===== src/hw/rtl/pgca_pkg.sv =====
`default_nettype none

package pgca_pkg;

    localparam int MAX_SECTORS_DEF  = 1024;
    localparam int MAX_ROWS_DEF     = 1024;
    localparam int SAMPLE_WIDTH_DEF = 32;

    localparam int ROW_IDX_W   = 11;
    localparam int SEC_IDX_W   = 10;
    localparam int CFG_DATA_W  = 11;
    localparam int CFG_INDEX_W = 2;

    localparam int ROW_COUNT_RST    = 128;
    localparam int SECTOR_COUNT_RST = 256;
    localparam logic SKIP_GHOST_RST  = 1'b1;
    localparam logic SCALAR_GRID_RST = 1'b1;

    // result slots of one sample, in output order
    localparam int NRES            = 4;
    localparam int SLOT_W          = $clog2(NRES);
    localparam int SLOT_CORNER     = 0;
    localparam int SLOT_WRAP       = 1;
    localparam int SLOT_OUTER      = 2;
    localparam int SLOT_OUTER_WRAP = 3;

    typedef enum logic [CFG_INDEX_W-1:0] {
        CFG_ROW_COUNT    = 2'd0,
        CFG_SECTOR_COUNT = 2'd1,
        CFG_SKIP_GHOST   = 2'd2,
        CFG_SCALAR_GRID  = 2'd3
    } pgca_cfg_idx_t;

    typedef struct packed {
        logic                 sec_zero;
        logic                 end_row;
        logic                 last_row;
        logic                 row_zero;
        logic                 scalar;
        logic [ROW_IDX_W-1:0] row_idx;
        logic [ROW_IDX_W-1:0] outer_row;
        logic [SEC_IDX_W-1:0] sec_idx;
    } pgca_item_ctl_t;

    typedef struct packed {
        logic [NRES-1:0]                mask;
        logic [NRES-1:0][ROW_IDX_W-1:0] row;
        logic [NRES-1:0][SEC_IDX_W-1:0] sec;
        logic                           frame_end;
    } pgca_res_ctl_t;

endpackage

`default_nettype wire


===== src/hw/rtl/pgca_corner.sv =====
`default_nettype none

module pgca_corner
    import pgca_pkg::*;
#(
    parameter int SAMPLE_WIDTH = SAMPLE_WIDTH_DEF
) (
    input  wire logic signed [SAMPLE_WIDTH-1:0] sample,
    input  wire logic signed [SAMPLE_WIDTH-1:0] left,
    input  wire logic signed [SAMPLE_WIDTH-1:0] first,
    input  wire logic signed [SAMPLE_WIDTH-1:0] up,
    input  wire logic signed [SAMPLE_WIDTH-1:0] upleft,
    input  wire logic signed [SAMPLE_WIDTH-1:0] upfirst,
    input  wire pgca_item_ctl_t                 ctl,
    output logic signed [SAMPLE_WIDTH-1:0]      value [NRES],
    output pgca_res_ctl_t                       res
);

    localparam int W = SAMPLE_WIDTH;

    // floor means: exact sum, arithmetic shift
    function automatic logic signed [W-1:0] mean2(
        input logic signed [W-1:0] a,
        input logic signed [W-1:0] b
    );
        logic signed [W:0] sum;
        sum = {a[W-1], a} + {b[W-1], b};
        return sum[W:1];
    endfunction

    function automatic logic signed [W-1:0] mean4(
        input logic signed [W-1:0] a,
        input logic signed [W-1:0] b,
        input logic signed [W-1:0] c,
        input logic signed [W-1:0] d
    );
        logic signed [W+1:0] sum;
        sum = {{2{a[W-1]}}, a} + {{2{b[W-1]}}, b} + {{2{c[W-1]}}, c}
            + {{2{d[W-1]}}, d};
        return sum[W+1:2];
    endfunction

    logic signed [W-1:0] cur0;
    logic signed [W-1:0] prev0;

    assign cur0  = ctl.sec_zero ? sample : first;
    assign prev0 = ctl.sec_zero ? up : upfirst;

    always_comb
    begin
        if (ctl.scalar)
        begin
            value[SLOT_CORNER] = ctl.row_zero ? mean2(sample, left)
                                              : mean4(sample, left, up, upleft);
            value[SLOT_WRAP]   = ctl.row_zero ? mean2(cur0, sample)
                                              : mean4(cur0, sample, prev0, up);
        end
        else
        begin
            value[SLOT_CORNER] = sample;
            value[SLOT_WRAP]   = sample;
        end
        value[SLOT_OUTER]      = mean2(sample, left);
        value[SLOT_OUTER_WRAP] = mean2(cur0, sample);
    end

    always_comb
    begin
        res.mask = '0;
        if (ctl.scalar)
        begin
            res.mask[SLOT_CORNER]     = !ctl.sec_zero;
            res.mask[SLOT_WRAP]       = ctl.end_row;
            res.mask[SLOT_OUTER]      = ctl.last_row && !ctl.sec_zero;
            res.mask[SLOT_OUTER_WRAP] = ctl.last_row && ctl.end_row;
        end
        else
        begin
            res.mask[SLOT_CORNER] = 1'b1;
        end
        res.row[SLOT_CORNER]     = ctl.row_idx;
        res.row[SLOT_WRAP]       = ctl.row_idx;
        res.row[SLOT_OUTER]      = ctl.outer_row;
        res.row[SLOT_OUTER_WRAP] = ctl.outer_row;
        res.sec[SLOT_CORNER]     = ctl.sec_idx;
        res.sec[SLOT_WRAP]       = '0;
        res.sec[SLOT_OUTER]      = ctl.sec_idx;
        res.sec[SLOT_OUTER_WRAP] = '0;
        res.frame_end            = ctl.end_row && ctl.last_row;
    end

endmodule

`default_nettype wire


===== config.mk =====
export PLATFORM = sky130hd
export DESIGN_NAME = pgca_corner
export DESIGN_NICKNAME = d
export VERILOG_FILES = /design/src/hw/rtl/pgca_pkg.sv /design/src/hw/rtl/pgca_corner.sv
export SDC_FILE = /design/constraint.sdc
export NUM_CORES = 1
export LEC_CHECK = 0
export BUFFER_PORTS_ARGS = -buffer_cell sky130_fd_sc_hd__buf_2
export CAP_MARGIN = 20
export CORE_UTILIZATION = 40
export DETAILED_ROUTE_END_ITERATION = 12
export MAX_ROUTING_LAYER = met4
export PLACE_DENSITY = 0.7
export SYNTH_ARGS = -nofsm -noshare
export SYNTH_HDL_FRONTEND = slang
export SYNTH_SLANG_ARGS = --single-unit

===== constraint.sdc =====
create_clock -name vclk -period 16.39
set_input_delay 3.278 -clock vclk [all_inputs]
set_output_delay 3.278 -clock vclk [all_outputs]
set_load 0.01 [all_outputs]

==> results of run 1 <==
==> cell families after synthesis <==
family                   synth area share
multiplexers                       0.0601
AO/OA/AOI/OAI                       0.256
AND/OR/NAND/NOR                     0.134
XOR/XNOR                           0.0675
other                            0.000292
buffers and inverters               0.155
adder cells (fa/ha/maj)             0.327
==> power groups by stage <==
stage          registers [mW]  logic (mW)  clock network (mW)
6_report                    0        1.32                   0
5_1_grt                     0        1.45                   0
4_1_cts                     0        1.31                   0
3_5_place_dp                0        1.30                   0
3_3_place_gp                0        1.30                   0
2_1_floorplan               0       0.927                   0
==> routing by layer <==
metal	GRT usage	up-vias	part of all wire
li1	-	6261	-
met1	0.371	6381	0.42
met2	0.522	587	0.49
met3	0.0254	99	0.065
met4	0.0854	0	0.030
met5	-	-	0
==> critical path, cell delays in order <==
cell and delay (ns):
buf_4 0.49, buf_4 0.60, mux2i_1 0.35, fa_1 0.49
fa_1 0.55, inv_1 0.05, ha_1 0.41, a21o_1 0.22
a21o_1 0.20, a2111oi_2 0.35, o41ai_1 0.15, a221o_1 0.31
a21oi_2 0.24, o221ai_2 0.15, mux2_1 0.32, a211o_1 0.26
buf_2 0.14
==> metrics by stage <==
step	cell area, sq um	instances	setup WS, ns
after floorplan	12900	1749	5.13
after global routing	14300	2349	4.29
final	14300	2349	4.51
after CTS	14300	2349	4.51
after detailed placement	14300	2349	4.51
after global placement	14300	2349	4.60
==> path summary, 6_finish.rpt <==
path | from | end | slack [ns] | cells past startpoint
setup / recovery | ctl[36] | value[94] | 4.51 | 17
hold / removal | ctl[2] | res[23] | 6.56 | 0
==> synth_stat cells, types with 19 or more instances <==
library cell / count / share of area
fa_1: 132 / 0.21
nand3_1: 26 / 0.010
xnor2_1: 65 / 0.044
nand4_1: 19 / 0.0092
clkbuf_1: 43 / 0.013
nor2_1: 100 / 0.029
o21ai_0: 66 / 0.026
mux2i_1: 67 / 0.052
a21o_1: 75 / 0.044
ha_1: 125 / 0.12
o21a_1: 20 / 0.012
a31oi_1: 25 / 0.012
a21oi_1: 163 / 0.063
buf_4: 84 / 0.049
xor2_1: 34 / 0.023
a211oi_1: 23 / 0.013
nor3_1: 19 / 0.0074
nand2_1: 99 / 0.029
inv_1: 301 / 0.088
==> cell type report <==
type	count	area, sq um	area share
inverter	303	1140	0.0796
multi-input combinational	1305	10900	0.765
tap	402	503	0.0352
timing repair buffer	339	1720	0.120
==> flow_summary.ini, run 1 <==
[sta]
worst_pin_slew_ns = 1.04
setup_tns_ns = 0
max_slew_margin = 0.291
min_period_ns = 11.88
max_freq_mhz = 84.2
finalMaxSlewViolations = 0
whs_ns = 6.56
hold_violations = 0
setup_viol = 0
min_period_over_period = 0.725
rsz0062_at_grt = no

[synthesis]
synth.avg_cell_area_sq_um = 7.43
ys_warn_count = 0
netlist_instances = 1730
ys_types = 81
syn_area_sq_um = 12900
synth-seq-area-share = 0

[floorplan]
die_area_sq_um = 32900
core_sq_um = 31600
initial_core_util = 0.407
ios = 446
fp-row-count = 65
die_h_um = 181
fp.dieW_um = 181

[cells_and_area]
final_common_cell = buf_2
flops_and_latches = 0
seq_area_sq_um = 0
clkbuf_count = 0
n_antenna_cell = 0
nFillCells = 3333
drive_gt1_frac = 0.192
final_nets = 2435
final_cell_mix = buf_2 (329), inv_1 (301), a21oi_1 (163), fa_1 (132), ha_1 (125)
utilization = 0.453
area_growth_pct = 11.2

[setup_path]
cp_max_fo = 39
worstSetupPathType = input port to output pin
cp-end-kind = output pin
arrival_ns = 8.60
startpoint_type = input port
crit_required_ns = 13.11

[power_and_ir_drop]
power_frac_seq = 0
swShare = 0.605
power_leakage_nw = 7.73
power_density_nw_per_um2 = 92.4
internal_power_mw = 0.522
p_comb_frac = 1.000
power_mw = 1.32
ir_drop_mv = 0.0366
power.switching_mw = 0.799
clkPwrFrac = 0

[job]
drv_cap = 0

[grt]
grt_pass1_vias = 13500
grt_antenna_before_repair = 0
grt_max_degree = 55
grt_overflow = 0
grt_pass1_wl_um = 75000
grt_usage = 0.301

[placement]
hpwl_um = 42600
gp_congestion = 0.997
numPortBuffers = 330

[drt]
route.detailed.drc = 0
antenna_left = 0
dr.pass1.iters = 6
drtIter0Drc = 969
vias_per_cell = 5.67
drt_wl_total_um = 48800
vias = 13300
wl_per_cell_um = 20.8

[run_status]
outcome = finished clean

[clocking]
cts_hold_buf = 0
post-cts-setup-buffers = 0
cts_resized = 0

[min_path]
hp-class = input port to output pin
Power figures use the tool's default switching activity.
==> inputs of run 2 (changes only) <==
--- a/config.mk
+++ b/config.mk
@@ -10,7 +10,7 @@
 export CORE_UTILIZATION = 40
 export DETAILED_ROUTE_END_ITERATION = 12
 export MAX_ROUTING_LAYER = met4
-export PLACE_DENSITY = 0.7
+export PLACE_DENSITY = 0.73
 export SYNTH_ARGS = -nofsm -noshare
 export SYNTH_HDL_FRONTEND = slang
 export SYNTH_SLANG_ARGS = --single-unit
==> constraint.sdc (replaced) <==
create_clock -name vclk -period 10.6
set_input_delay 2.12 -clock vclk [all_inputs]
set_output_delay 2.12 -clock vclk [all_outputs]
set_load 0.01 [all_outputs]
==> flow_summary.ini, run 2 (same netlist as run 1, synthesis figures left out) <==
[placement]
hpwl_um = 42400
place_ws_ns = 1.49
gp_congestion = 0.988
numPortBuffers = 330

[cells_and_area]
seq_area_sq_um = 0
drive_gt1_frac = 0.193
flops_and_latches = 0
final_nets = 2438
utilization = 0.454
final_cell_mix = buf_2 (329), inv_1 (301), a21oi_1 (163), fa_1 (132), ha_1 (125)
clkbuf_count = 0
area_growth_pct = 11.4
final_common_cell = buf_2

[sta]
max_slew_margin = 0.347
whs_ns = 4.24
setup_tns_ns = 0
min_period_ns = 9.22
finalMaxSlewViolations = 0
min_period_over_period = 0.870
hold_violations = 0
setup_viol = 0
rsz0062_at_grt = no
worst_pin_slew_ns = 0.978
max_freq_mhz = 108
layout_setup_ws_ns = 1.38

[floorplan]
die_area_sq_um = 32900
die_h_um = 181
initial_core_util = 0.407
core_sq_um = 31600
fp.dieW_um = 181
fp-row-count = 65
ios = 446

[setup_path]
crit_required_ns = 8.48
cp-end-kind = output pin
cp_max_fo = 26
worstSetupPathType = input port to output pin
arrival_ns = 7.10
startpoint_type = input port

[min_path]
worstHoldStart = ctl[9]
holdPathEnd = res[10]
hp-class = input port to output pin
hold_depth = 0

[run_status]
outcome = finished clean

[grt]
grt_pass1_vias = 13500
grt_overflow = 0
grt_max_degree = 46
grt_antenna_before_repair = 1
grt_pass1_wl_um = 73900
grt_usage = 0.298

[clocking]
cts_resized = 0
post-cts-setup-buffers = 0
cts_hold_buf = 0

[job]
drv_cap = 0

[drt]
vias_per_cell = 5.69
wl_per_cell_um = 20.7
drtIter0Drc = 922
antenna_left = 0
dr.pass1.iters = 7
route.detailed.drc = 0
vias = 13400
drt_wl_total_um = 48700
run 2: cell type report:
type / count / area [sq um]
antenna: 1 / 2.50
inverter: 303 / 1140
tap: 402 / 503
timing repair buffer: 342 / 1740
multi-input combinational: 1305 / 10900
fill: 3284 / 17200
run 2: worst max-delay path, stage by stage:
cell and delay [ns]:
buf_4 0.38, buf_4 0.39, mux2i_1 0.31, fa_1 0.46, inv_1 0.09, fa_1 0.40, ha_1 0.36, nand2_1 0.11
o211a_1 0.26, o311ai_0 0.57, a211oi_1 0.23, o21ai_0 0.29, a31oi_1 0.22, a311oi_1 0.34, o31ai_1 0.14, a22o_1 0.24
buf_2 0.15
run 2: worst max-delay path by stage:
stage | startpoint | endpoint | slack (ns) | cells after the start
after floorplan | ctl[36] | value[94] | 1.66 | 18
after global placement | ctl[36] | value[94] | 1.55 | 17
after detailed placement | ctl[36] | value[94] | 1.49 | 17
after CTS | ctl[36] | value[94] | 1.48 | 17
after global routing | ctl[36] | value[89] | 1.08 | 17
final | ctl[36] | value[89] | 1.38 | 17
run 2: layer usage:
metal  global-route usage  share of wire  vias up  wire length [um]
li1                     -              -     6264                 -
met1                0.362           0.41     6342             19800
met2                0.498           0.47      649             23100
met3               0.0304          0.071      141              3460
met4                0.132          0.048        0              2340
met5                    -              0        -                 0
run 2: through the flow:
stage	area [sq um]	cells
4_1_cts	14300	2352
3_3_place_gp	14300	2351
2_1_floorplan	12900	1749
5_1_grt	14300	2353
3_5_place_dp	14300	2352
6_report	14300	2353
